### src/design/ksps_pkg.sv
`timescale 1ns / 1ps
package ksps_pkg;
    localparam int unsigned VALUE_W    = 30;
    localparam int unsigned SUM_W      = 31;
    localparam int unsigned RANK_W     = 21;
    localparam int unsigned DEF_MAX_ELEMENTS = 1024;
    localparam logic [SUM_W-1:0] SUM_LIMIT = 31'd2000000000;

    // controller to datapath
    typedef struct packed {
        logic load;        // write beat into stores
        logic cnt_clr;     // element count back to zero
        logic snap;        // latch n, check rank
        logic sort_start;
        logic srch_init;   // lo/hi of outer search
        logic round_start; // start one pair count at mid (or limit)
        logic use_limit;
        logic round_done_take; // apply round outcome to lo/hi
        logic res_load;
        logic res_ok;
    } ksps_cmd_t;

    // datapath to controller
    typedef struct packed {
        logic rank_ok;
        logic sort_busy;
        logic round_busy;
        logic round_ge;    // count >= k
        logic srch_done;   // lo >= hi
    } ksps_sts_t;
endpackage

### src/design/ksps_ctrl.sv
`timescale 1ns / 1ps
module ksps_ctrl (
    input  logic                clk,
    input  logic                rst_n,
    input  logic                in_valid,
    output logic                in_ready,
    input  logic                last_item,
    output logic                out_valid,
    input  logic                out_ready,
    output ksps_pkg::ksps_cmd_t cmd,
    input  ksps_pkg::ksps_sts_t sts
);
    import ksps_pkg::*;

    localparam logic [3:0] ST_LOAD = 4'd0, ST_SNAP = 4'd1, ST_SORT0 = 4'd2,
                           ST_SORT = 4'd3, ST_FULL = 4'd5,
                           ST_SRCH = 4'd6, ST_RND = 4'd7,
                           ST_OUT = 4'd9;

    logic [3:0] st_reg, st_next;
    logic       out_valid_reg, out_valid_next;
    logic       acc;

    assign in_ready  = (st_reg == ST_LOAD) && !out_valid_reg;
    assign out_valid = out_valid_reg;
    assign acc       = in_valid && in_ready;

    always_comb
    begin
        st_next        = st_reg;
        out_valid_next = out_valid_reg && !out_ready;
        cmd            = '0;
        cmd.load       = acc;
        unique case (st_reg)
            ST_LOAD:
            begin
                if (acc && last_item)
                begin
                    st_next = ST_SNAP;
                end
            end
            ST_SNAP:
            begin
                cmd.snap    = 1'b1;
                cmd.cnt_clr = 1'b1;
                st_next     = ST_SORT0;
            end
            ST_SORT0:
            begin
                if (!sts.rank_ok)
                begin
                    cmd.res_load = 1'b1;
                    st_next      = ST_OUT;
                end
                else
                begin
                    cmd.sort_start = 1'b1;
                    st_next        = ST_SORT;
                end
            end
            ST_SORT:
            begin
                if (!sts.sort_busy)
                begin
                    cmd.round_start = 1'b1;
                    cmd.use_limit   = 1'b1;
                    st_next         = ST_FULL;
                end
            end
            ST_FULL:
            begin
                if (!sts.round_busy)
                begin
                    if (sts.round_ge)
                    begin
                        cmd.srch_init = 1'b1;
                        st_next       = ST_SRCH;
                    end
                    else
                    begin
                        cmd.res_load  = 1'b1;
                        cmd.res_ok    = 1'b1;
                        cmd.use_limit = 1'b1;
                        st_next       = ST_OUT;
                    end
                end
            end
            ST_SRCH:
            begin
                if (sts.srch_done)
                begin
                    cmd.res_load = 1'b1;
                    cmd.res_ok   = 1'b1;
                    st_next      = ST_OUT;
                end
                else
                begin
                    cmd.round_start = 1'b1;
                    st_next         = ST_RND;
                end
            end
            ST_RND:
            begin
                if (!sts.round_busy)
                begin
                    cmd.round_done_take = 1'b1;
                    st_next             = ST_SRCH;
                end
            end
            ST_OUT:
            begin
                out_valid_next = 1'b1;
                st_next        = ST_LOAD;
            end
            default: st_next = ST_LOAD;
        endcase
    end

    always_ff @(posedge clk or negedge rst_n)
    begin
        if (!rst_n)
        begin
            st_reg        <= ST_LOAD;
            out_valid_reg <= 1'b0;
        end
        else
        begin
            st_reg        <= st_next;
            out_valid_reg <= out_valid_next;
        end
    end

    a_no_load_busy: assert property (@(posedge clk) disable iff (!rst_n)
        (st_reg != ST_LOAD) |-> !in_ready)
        else $error("input taken while computing");
    a_out_hold: assert property (@(posedge clk) disable iff (!rst_n)
        (out_valid_reg && !out_ready) |=> out_valid_reg)
        else $error("result dropped");
    a_out_from_out: assert property (@(posedge clk) disable iff (!rst_n)
        $rose(out_valid_reg) |-> $past(st_reg == ST_OUT))
        else $error("result raised outside output step");
endmodule

### config.mk
export PLATFORM = sky130hd
export DESIGN_NAME = ksps_ctrl
export DESIGN_NICKNAME = d
export VERILOG_FILES = /design/src/design/ksps_pkg.sv /design/src/design/ksps_ctrl.sv
export SDC_FILE = /design/constraint.sdc
export NUM_CORES = 1
export LEC_CHECK = 0
export ABC_CLOCK_PERIOD_IN_PS = 2400
export BUFFER_PORTS_ARGS = -buffer_cell sky130_fd_sc_hd__buf_2
export CAP_MARGIN = 20
export CORE_AREA = 2 2 39 41
export CTS_CLUSTER_SIZE = 10
export DETAILED_ROUTE_END_ITERATION = 8
export DIE_AREA = 0 0 41 43
export GPL_ROUTABILITY_DRIVEN = 0
export PLACE_DENSITY_LB_ADDON = 0.08
export SLEW_MARGIN = 20
export SYNTH_ARGS = -nofsm -noshare
export SYNTH_HDL_FRONTEND = slang
export SYNTH_SLANG_ARGS = --single-unit
### constraint.sdc
create_clock -name clk -period 2.4 [get_ports clk]
set_input_delay 0.36 -clock clk [delete_from_list [all_inputs] [get_ports clk]]
set_output_delay 0.36 -clock clk [all_outputs]
set_load 0.05 [all_outputs]
==> run_results.csv, run 1 <==
group,metric,value,unit
status,status,"completed",
worst_setup_path,required,2.04,ns
floorplanning,dieArea,1760,µm²
logic_synthesis,synth_cell_types,28,
cells_and_area,nets,97,
worst_setup_path,rr_startpoint,"st_reg[1]",
detailed_routing,dr.pass1.iters,4,
floorplanning,fp.coreArea,1380,µm²
clocking,cts_made_buffers,3,
clocking,cts_sinks,5,
floorplanning,die_w,41,µm
grt,grt_pass1_vias,464,
cells_and_area,syn_to_final_growth,30.2,%
grt,grt_use_met2,24.4,%
worst_setup_path,worstSetupStartpointType,"register",
grt,grt_pass1_wl,1990,µm
logic_synthesis,syn_nets,74,
cells_and_area,diodes,0,
min_path,min_to,"out_valid",
power_and_ir_drop,p_leak,0.306,nW
cells_and_area,final_cell_count_no_fill,102,
grt,grt_busiest_layer,"met2",
cells_and_area,design_area,614,µm²
logic_synthesis,yosysTopAreaCell,"dfrtp_1",
clocking,cts_tree,"built",
worst_setup_path,rrSetupSlack,0.62,ns
grt,grt_use_total,16.4,%
logic_synthesis,synth_area_leaders,"dfrtp_1, nor2_1, nand2_1, nor2b_1, a31oi_4",
clocking,clk_pin_slew,0.05,ns
detailed_routing,dr_total_vias,519,
power_and_ir_drop,cellPowerDensity,1520,nW/µm²
clocking,clock_path_buffers,2,
floorplanning,fp-row-count,14,
grt,grt-ovfl-total,0,
min_path,min_path_cells,2,
min_path,hold_path_class,"in -> reg",
timing,period_share,90.9,%
floorplanning,ios,22,
grt,antenna_found_initial,0,
timing,final.setup.worst_slack,0.218,ns
floorplanning,die_h,43,µm
power_and_ir_drop,vdd.ir_drop.worst,0.781,mV
grt,met1_usage,22.9,%
logic_synthesis,yosys_warnings,0,
worst_setup_path,criticalPathCategory,"reg -> out",
timing,period_needed,2.18,ns
detailed_routing,routed_wirelength,1190,µm
timing,fin_setup_tns,0,ns
timing,hold_viol_final,0,
placement,post_dp_cell_area,577,µm²
timing,rsz0062_at_grt,"no",
timing,slew_violations,0,
worst_setup_path,crit_fanout,11,
placement,dp_hpwl,913,µm
timing,tightest_slew,0.380,ns
timing,finClkSkew,0.00246,ns
worst_setup_path,end_kind,"output pin",
logic_synthesis,yosys.area.top_type_share,26.5,%
logic_synthesis,avgSynthCellArea,7.37,µm²
clocking,clk_latency,0.24,ns
grt,grtUsageMet3,6.28,%
worst_setup_path,rr_endpoint,"st_reg[1]",
detailed_routing,wl_per_cell,11.7,µm
detailed_routing,drc,0,
flow_run,drv_cap,0,
logic_synthesis,synth_seq_cells,5,
clocking,htreeDepth,1,
detailed_routing,vias_per_cell,5.09,
timing,clock.fmax,0.458,GHz
cells_and_area,drive_gt1_share,33.7,%
detailed_routing,postRouteAntennaNets,0,
logic_synthesis,synth-seq-area-share,26.5,%
timing,setup_viol,0,
min_path,hp-start,"out_ready",
grt,grt_max_degree,14,
placement,place_inst,97,
worst_setup_path,arrival,1.82,ns
logic_synthesis,syn_area,472,µm²
logic_synthesis,syn_inst,64,
cells_and_area,largest_reg_flops,4,
placement,port_buffers,21,
detailed_routing,drt_iter0_markers,8,
clocking,cts-root-buf,"clkbuf_4",
floorplanning,initial_core_util,34.1,%
timing,slew_headroom,74.7,%
worst_setup_path,r2r_cells,4,
placement,place_ws,0.463,ns
timing,hold-worst-slack,0.331,ns
==> cell type report <==
| cell class | count | area [µm²] |
|---|---|---|
| sequential | 5 | 125 |
| tap | 16 | 20.0 |
| clock inverter | 1 | 5.00 |
| inverter | 5 | 18.8 |
| clock buffer | 3 | 22.5 |
| timing repair buffer | 23 | 123 |
| multi-input combinational | 49 | 300 |
| fill | 151 | 769 |
==> synthesized netlist by cell type (all sizes together) <==
library cell,count
nor2,12
nand2,8
dfrtp,5
inv,5
nor2b,4
buf,3
a2bb2oi,2
a31oi,2
clkbuf,2
nand3,2
nor3,2
o21ai,2
o32ai,2
a211oi,1
a21oi,1
a221oi,1
a22oi,1
mux2,1
mux2i,1
nand2b,1
nor3b,1
o22ai,1
o2bb2ai,1
o31ai,1
or3,1
or4,1
==> worst max path at each step <==
stage	from	to	slack, ns	cells after the start
finish	st_reg[1]	cmd[9]	0.22	3
global placement	st_reg[1]	cmd[9]	0.46	3
floorplan	st_reg[2]	cmd[3]	0.04	4
detailed placement	st_reg[1]	cmd[9]	0.46	3
CTS	st_reg[1]	cmd[9]	0.19	3
global route	st_reg[2]	cmd[3]	0.03	4
==> cell usage in the layout, fill, tap and decap left out, drive strengths merged <==
master	count
o21ai	2
a21oi	1
o32ai	2
clkinv	1
nor3	2
buf	22
nor2b	4
a31oi	2
o22ai	1
a221oi	1
nor2	12
a2bb2oi	2
nor3b	1
dlygate4sd3	1
a211oi	1
a22oi	1
nand2	8
mux2i	1
or4	1
dfrtp	5
nand2b	1
inv	5
o2bb2ai	1
o31ai	1
clkbuf	3
or3	1
mux2	1
nand3	2
==> critical path, stage by stage, from the launching register on <==
cell and delay (ns):
dfrtp_1 0.48, or4_4 0.61, nor3b_1 0.19, buf_2 0.29
==> per-layer routing <==
layer	wire, µm	vias up
met5	0	-
met4	0	0
met3	93	0
met2	560	18
met1	535	234
li1	-	267
==> per-stage QoR <==
stage               power, mW  utilization (%)
floorplan               0.719                -
global placement        0.845             41.7
detailed placement      0.837             41.7
CTS                     0.944             44.4
global route             1.01             44.4
finish                  0.931             44.4
==> where the power goes <==
part,switching (mW),internal (mW)
registers,0.0763,0.117
logic,0.424,0.216
clock network,0.0370,0.0604
==> cells by family (layout without fill, tap and decap cells) <==
kind of cell           Yosys count  in the layout  synth area share, %
and+or+nand+nor                 32             32                 32.1
DFF                              5              5                 26.5
buffers and inverters           10             32                 9.81
muxes                            2              2                 5.30
AOI/OAI and AO/OA               15             15                 26.3
==> repair_timing <==
action | CTS | global route
hold buffers | 1 | 0
hold endpoints to repair | 5 | 0
resized for setup | 0 | 0
buffers inserted | 0 | 0
Note: power is estimated with default switching activity, not from simulation.
==> inputs of run 2 (changes only) <==
--- a/config.mk
+++ b/config.mk
@@ -5,6 +5,7 @@
 export SDC_FILE = /design/constraint.sdc
 export NUM_CORES = 1
 export LEC_CHECK = 0
+export ABC_AREA = 1
 export ABC_CLOCK_PERIOD_IN_PS = 2400
 export BUFFER_PORTS_ARGS = -buffer_cell sky130_fd_sc_hd__buf_2
 export CAP_MARGIN = 20
==> constraint.sdc (replaced) <==
create_clock -name clk -period 2.4 [get_ports clk]
set_input_delay 0.12 -clock clk [delete_from_list [all_inputs] [get_ports clk]]
set_output_delay 0.12 -clock clk [all_outputs]
set_load 0.05 [all_outputs]
==> run 2 against run 1 <==
  * Combinational power shrank 4.2%
  * Via count down 0.77%
  * Hold slack worse by 0.28 ns
  * Register-to-register slack better by 0.53 ns
  * Total power fell by 3.7%
  * Critical endpoint is now cmd[1]
  * Largest cell class unchanged
==> run_results.csv, run 2 <==
group,metric,value,unit
logic_synthesis,syn_nets,82,
logic_synthesis,ys_dominant_reg_cell,"dfrtp_1",
timing,slew_headroom,75.0,%
worst_setup_path,required,2.28,ns
floorplanning,die_h,43,µm
detailed_routing,routed_wirelength,1080,µm
detailed_routing,vias_per_cell,4.64,
status,status,"completed",
timing,hold_viol_final,0,
detailed_routing,postRouteAntennaNets,0,
power_and_ir_drop,p_leak,0.380,nW
logic_synthesis,synth-seq-area-share,25.8,%
logic_synthesis,netlist_top_cells_count,"nand2_1, inv_1, nor2_1, dfrtp_1",
min_path,min_to,"out_valid",
timing,period_needed,1.66,ns
min_path,hp-start,"out_ready",
clocking,cts_tree,"built",
floorplanning,die_w,41,µm
min_path,min_path_cells,2,
detailed_routing,drc,0,
logic_synthesis,synth_area_leaders,"dfrtp_1, nand2_1, inv_1, nor2_4, nand2_2",
cells_and_area,diodes,0,
cells_and_area,final_cell_mix,"buf_2, nand2_1, inv_1",
detailed_routing,wl_per_cell,9.77,µm
detailed_routing,dr.pass1.iters,4,
worst_setup_path,rrSetupSlack,1.15,ns
power_and_ir_drop,vdd.ir_drop.worst,0.776,mV
placement,dp_hpwl,910,µm
clocking,clk_latency,0.25,ns
timing,hold-worst-slack,0.0515,ns
grt,antenna_found_initial,0,
worst_setup_path,rr_endpoint,"st_reg[1]",
logic_synthesis,syn_inst,72,
detailed_routing,drt_iter0_markers,13,
grt,grt_pass1_vias,447,
worst_setup_path,slowest_stage,"dfrtp_1",
timing,finClkSkew,0.00436,ns
logic_synthesis,yosys.area.top_type_share,25.8,%
floorplanning,fp.coreArea,1380,µm²
cells_and_area,nets,106,
logic_synthesis,synth_cell_types,22,
worst_setup_path,path_cells,"nand2_4, nor2_2, nand2_2, nand2_2, or2_1, buf_2",
logic_synthesis,avgSynthCellArea,6.74,µm²
logic_synthesis,yosysTopAreaCell,"dfrtp_1",
power_and_ir_drop,cellPowerDensity,1440,nW/µm²
logic_synthesis,yosys_warnings,0,
floorplanning,initial_core_util,35.1,%
floorplanning,ios,22,
worst_setup_path,end_kind,"output pin",
timing,rsz0062_at_grt,"no",
clocking,htreeDepth,1,
timing,clock.fmax,0.602,GHz
logic_synthesis,syn_area,485,µm²
worst_setup_path,rr_startpoint,"st_reg[0]",
grt,grt_max_degree,9,
clocking,cts-root-buf,"clkbuf_4",
floorplanning,fp-row-count,14,
cells_and_area,layout_commonest_cell,"buf_2",
floorplanning,dieArea,1760,µm²
timing,fin_setup_tns,0,ns
timing,setup_viol,0,
logic_synthesis,synth_edf_count,0,
cells_and_area,largest_reg_flops,4,
timing,tightest_slew,0.375,ns
timing,slew_violations,0,
worst_setup_path,cp_common_cell,"nand2_2",
cells_and_area,fin_util,44.8,%
worst_setup_path,arrival,1.54,ns
worst_setup_path,max_stage_delay,0.56,ns
logic_synthesis,yosysMostFrequentCell,"nand2_1",
placement,place_inst,106,
cells_and_area,drive_gt1_share,41.1,%
logic_synthesis,async_flop_share,100,%
worst_setup_path,worstSetupStartpointType,"register",
clocking,clock_path_buffers,2,
logic_synthesis,synth_seq_cells,5,
grt,grt_pass1_wl,1820,µm
min_path,hold_path_class,"in -> reg",
timing,period_share,69.2,%
cells_and_area,final_cell_count_no_fill,111,
grt,grt-ovfl-total,0,
flow_run,drv_cap,0,
worst_setup_path,criticalPathCategory,"reg -> out",
worst_setup_path,crit_fanout,8,
placement,port_buffers,21,
detailed_routing,dr_total_vias,515,
grt,grt_use_total,15.5,%
clocking,clk_pin_slew,0.05,ns
worst_setup_path,r2r_cells,6,
cells_and_area,syn_to_final_growth,27.8,%
clocking,cts_sinks,5,
clocking,cts_made_buffers,3,
clocking,cts_setup_buffers,0,
[run 2: changes by cell type after synthesis, moves of 3 or more]
cell and change:
nor2_4 +3, inv_1 +6, nor2_1 -6, nor2b_1 -4, nand2_2 +4, inv_2 +4
nand2_1 +5
[run 2: final cells by class]
type | count | area, µm²
multi-input combinational | 49 | 278
sequential | 5 | 125
timing repair buffer | 22 | 115
fill | 159 | 763
tap | 16 | 20.0
inverter | 15 | 56.3
clock buffer | 4 | 26.3
[run 2: worst max-delay path by stage]
stage | slack, ns | endpoint | startpoint
global placement | 1.00 | cmd[1] | st_reg[0]
global route | 0.63 | cmd[1] | st_reg[0]
CTS | 0.73 | cmd[1] | st_reg[0]
floorplan | 0.47 | cmd[3] | st_reg[2]
detailed placement | 0.98 | cmd[1] | st_reg[0]
finish | 0.74 | cmd[1] | st_reg[0]
[run 2: logic make-up (layout without fill, tap and decap cells)]
family / after synthesis / after routing / share of synthesized area (%)
flops: 5 / 5 / 25.8
simple gates: 41 / 41 / 46.9
compound gates: 8 / 8 / 10.3
buf+inv: 18 / 41 / 17.0
[run 2: metrics by stage]
stage | area, µm² | setup slack, ns | total power [mW]
after global placement | 584 | 1.00 | 0.803
after detailed placement | 584 | 0.983 | 0.802
after CTS | 621 | 0.728 | 0.904
after global routing | 621 | 0.635 | 0.960
after floorplan | 485 | 0.472 | 0.710
final | 621 | 0.740 | 0.896
[run 2: report_power, final]
part | internal (mW) | leakage [nW] | total (mW) | switching, mW
combinational | 0.162 | 0.300 | 0.613 | 0.451
sequential | 0.117 | 0.0647 | 0.182 | 0.0650
clock | 0.0630 | 0.0150 | 0.101 | 0.0376
[run 2: metal layers]
layer | vias to the layer above | part of all wire, % | GRT usage [%]
li1 | 270 | - | -
met1 | 230 | 46 | 20.3
met2 | 13 | 48 | 22.2
met3 | 2 | 4.9 | 6.28
met4 | 0 | 0.55 | 6.00
met5 | - | 0 | 0
[run 2: what timing repair did]
item / CTS / global route
hold buffers: 1 / 0
endpoints found under the hold margin: 5 / 0
resized for setup: 0 / 0
[run 2: critical path, delay by kind of cell, from the launching register on]
family                 cells  cell delay (ns)
and+or+nand+nor            5             0.49
buffers and inverters      1             0.25
DFF                        1             0.56
==> inputs of run 3 (changes only) <==
--- a/config.mk
+++ b/config.mk
@@ -5,8 +5,8 @@
 export SDC_FILE = /design/constraint.sdc
 export NUM_CORES = 1
 export LEC_CHECK = 0
-export ABC_AREA = 1
-export ABC_CLOCK_PERIOD_IN_PS = 2400
+export ABC_AREA = 0
+export ABC_CLOCK_PERIOD_IN_PS = 1500
 export BUFFER_PORTS_ARGS = -buffer_cell sky130_fd_sc_hd__buf_2
 export CAP_MARGIN = 20
 export CORE_AREA = 2 2 39 41
==> constraint.sdc (replaced) <==
create_clock -name clk -period 1.5 [get_ports clk]
set_input_delay 0.075 -clock clk [delete_from_list [all_inputs] [get_ports clk]]
set_output_delay 0.075 -clock clk [all_outputs]
set_load 0.05 [all_outputs]
==> run 3 against run 2 <==
  * The flow now finishes with violations (setup timing)
  * Utilization increased by 26 points
  * Combinational power increased to 3.1 times the previous value
  * Sequential power increased by 30%
  * Global-route usage increased by 4.5 points
  * Critical endpoint is now cmd[9]
==> run_results.csv, run 3 (synthesized netlist as in run 1, its figures left out) <==
group,metric,value,unit
floorplanning,fp-row-count,14,
worst_setup_path,path_buf_inv,1,
worst_setup_path,crit_family,"simple AND/OR/NAND/NOR gates",
timing,period_needed,1.66,ns
floorplanning,ios,22,
worst_setup_path,end_kind,"output pin",
clocking,clock_path_buffers,2,
detailed_routing,wl_per_cell,13.5,µm
cells_and_area,design_area,985,µm²
timing,period_share,110,%
grt,grt-ovfl-total,0,
grt,grt_use_total,20.1,%
clocking,htreeDepth,1,
grt,antenna_found_initial,0,
floorplanning,die_h,43,µm
grt,grt_use_met2,31.9,%
placement,port_buffers,21,
cells_and_area,largest_reg_flops,4,
detailed_routing,routed_wirelength,1580,µm
status,violations,"setup timing",
worst_setup_path,path_cells,"or4_4, nor3b_4, buf_6",
clocking,cts_sinks,5,
power_and_ir_drop,vdd.ir_drop.worst,1.56,mV
cells_and_area,syn_to_final_growth,109,%
detailed_routing,postRouteAntennaNets,0,
cells_and_area,fillCellCount,111,
worst_setup_path,required,1.42,ns
grt,grt_pass1_wl,2370,µm
floorplanning,dieArea,1760,µm²
placement,place_ws,-0.0937,ns
cells_and_area,nets,112,
detailed_routing,drc,0,
power_and_ir_drop,cellPowerDensity,2340,nW/µm²
timing,tightest_slew,0.322,ns
status,status,"complete, but fails checks",
worst_setup_path,arrival,1.58,ns
detailed_routing,drt_iter0_markers,16,
worst_setup_path,max_stage_delay,0.59,ns
grt,grt_busiest_layer,"met2",
worst_setup_path,rrSetupSlack,-0.14,ns
cells_and_area,drive_gt1_share,67.3,%
grt,grtUsageMet3,7.85,%
cells_and_area,final_cell_mix,"buf_6, buf_4, buf_2",
clocking,cts_made_buffers,3,
timing,hold_viol_final,0,
grt,met1_usage,23.9,%
timing,finClkSkew,0.00423,ns
clocking,clk_pin_slew,0.04,ns
timing,slew_violations,0,
worst_setup_path,criticalPathCategory,"reg -> out",
flow_run,drv_cap,0,
timing,setup_viol,7,
power_and_ir_drop,finalPower,2.30,mW
min_path,hold_path_class,"in -> reg",
placement,post_dp_cell_area,708,µm²
worst_setup_path,worstSetupStartpointType,"register",
timing,final.setup.worst_slack,-0.157,ns
detailed_routing,vias_per_cell,5.39,
clocking,clk_latency,0.24,ns
worst_setup_path,slowest_stage,"or4_4",
placement,dp_hpwl,986,µm
grt,grt_max_degree,13,
floorplanning,initial_core_util,34.1,%
detailed_routing,dr.pass1.iters,4,
grt,grt_pass1_vias,568,
worst_setup_path,crit_fanout,3,
cells_and_area,diodes,0,
detailed_routing,dr_total_vias,631,
timing,clock.fmax,0.604,GHz
timing,rsz0062_at_grt,"yes",
timing,slew_headroom,78.3,%
floorplanning,fp.coreArea,1380,µm²
floorplanning,die_w,41,µm
clocking,cts_tree,"built",
power_and_ir_drop,p_leak,0.432,nW
clocking,cts-root-buf,"clkbuf_4",
[run 3: cell count changes in the layout (fill, tap and decap cells not counted), moves of 3 or more]
cell / previous run / this run
nand2_1: 13 / 7
buf_4: 0 / 12
buf_8: 0 / 3
inv_1: 11 / 3
nor3_1: 4 / 0
nor2b_4: 0 / 4
nand2_2: 4 / 0
buf_2: 21 / 10
buf_6: 0 / 12
[run 3: through the flow]
| step | utilization, % | cells | TNS [ns] | hold WS, ns |
|---|---|---|---|---|
| after floorplan | - | 64 | -0.236 | -0.221 |
| after global placement | 51.2 | 105 | -0.197 | -0.107 |
| after detailed placement | 51.2 | 105 | -0.224 | -0.107 |
| after CTS | 65.3 | 115 | -0.674 | 0.0269 |
| after global routing | 71.2 | 117 | -1.35 | 0.0274 |
| final | 71.2 | 117 | -0.707 | 0.0356 |
[run 3: worst register-to-register path, delay by kind of cell, from the launching register on]
kind            cells  cell delay, ns
simple gates        1            0.59
flops               1            0.38
mux                 1            0.30
compound gates      2            0.26
[run 3: power by group]
| part | switching [mW] | internal, mW | leakage (nW) |
|---|---|---|---|
| clock network | 0.0545 | 0.101 | 0.0150 |
| registers | 0.0467 | 0.189 | 0.0647 |
| logic | 1.04 | 0.871 | 0.353 |
[run 3: path summary, 6_finish.rpt]
| kind | depth (start not counted) | from | endpoint |
|---|---|---|---|
| max in group asynchronous | 2 | rst_n | st_reg[3] |
| worst max-delay path | 3 | st_reg[2] | cmd[9] |
| worst max register to register | 4 | st_reg[2] | st_reg[1] |
| worst min register to register | 2 | st_reg[3] | st_reg[3] |
| worst min-delay path | 2 | out_ready | out_valid |
| min in group asynchronous | 2 | rst_n | out_valid |
[run 3: what timing repair did]
action,CTS,global route
setup buffers,6,2
pin swaps,8,2
gates resized for setup,35,17
setup endpoints to repair,13,14
hold endpoints to repair,5,0
hold buffers,1,0
[run 3: layer usage]
layer | vias up | part of all wire, %
li1 | 297 | -
met1 | 305 | 43
met2 | 29 | 51
met3 | 0 | 6.2
met4 | 0 | 0
met5 | - | 0
[run 3: final cells by class]
type                       count  area (µm²)  area share (%)
multi-input combinational     49         464            47.1
timing repair buffer          38         330            33.5
tap                           16        20.0            2.03
sequential                     5         125            12.7
inverter                       5        18.8            1.91
clock buffer                   4        26.3            2.67
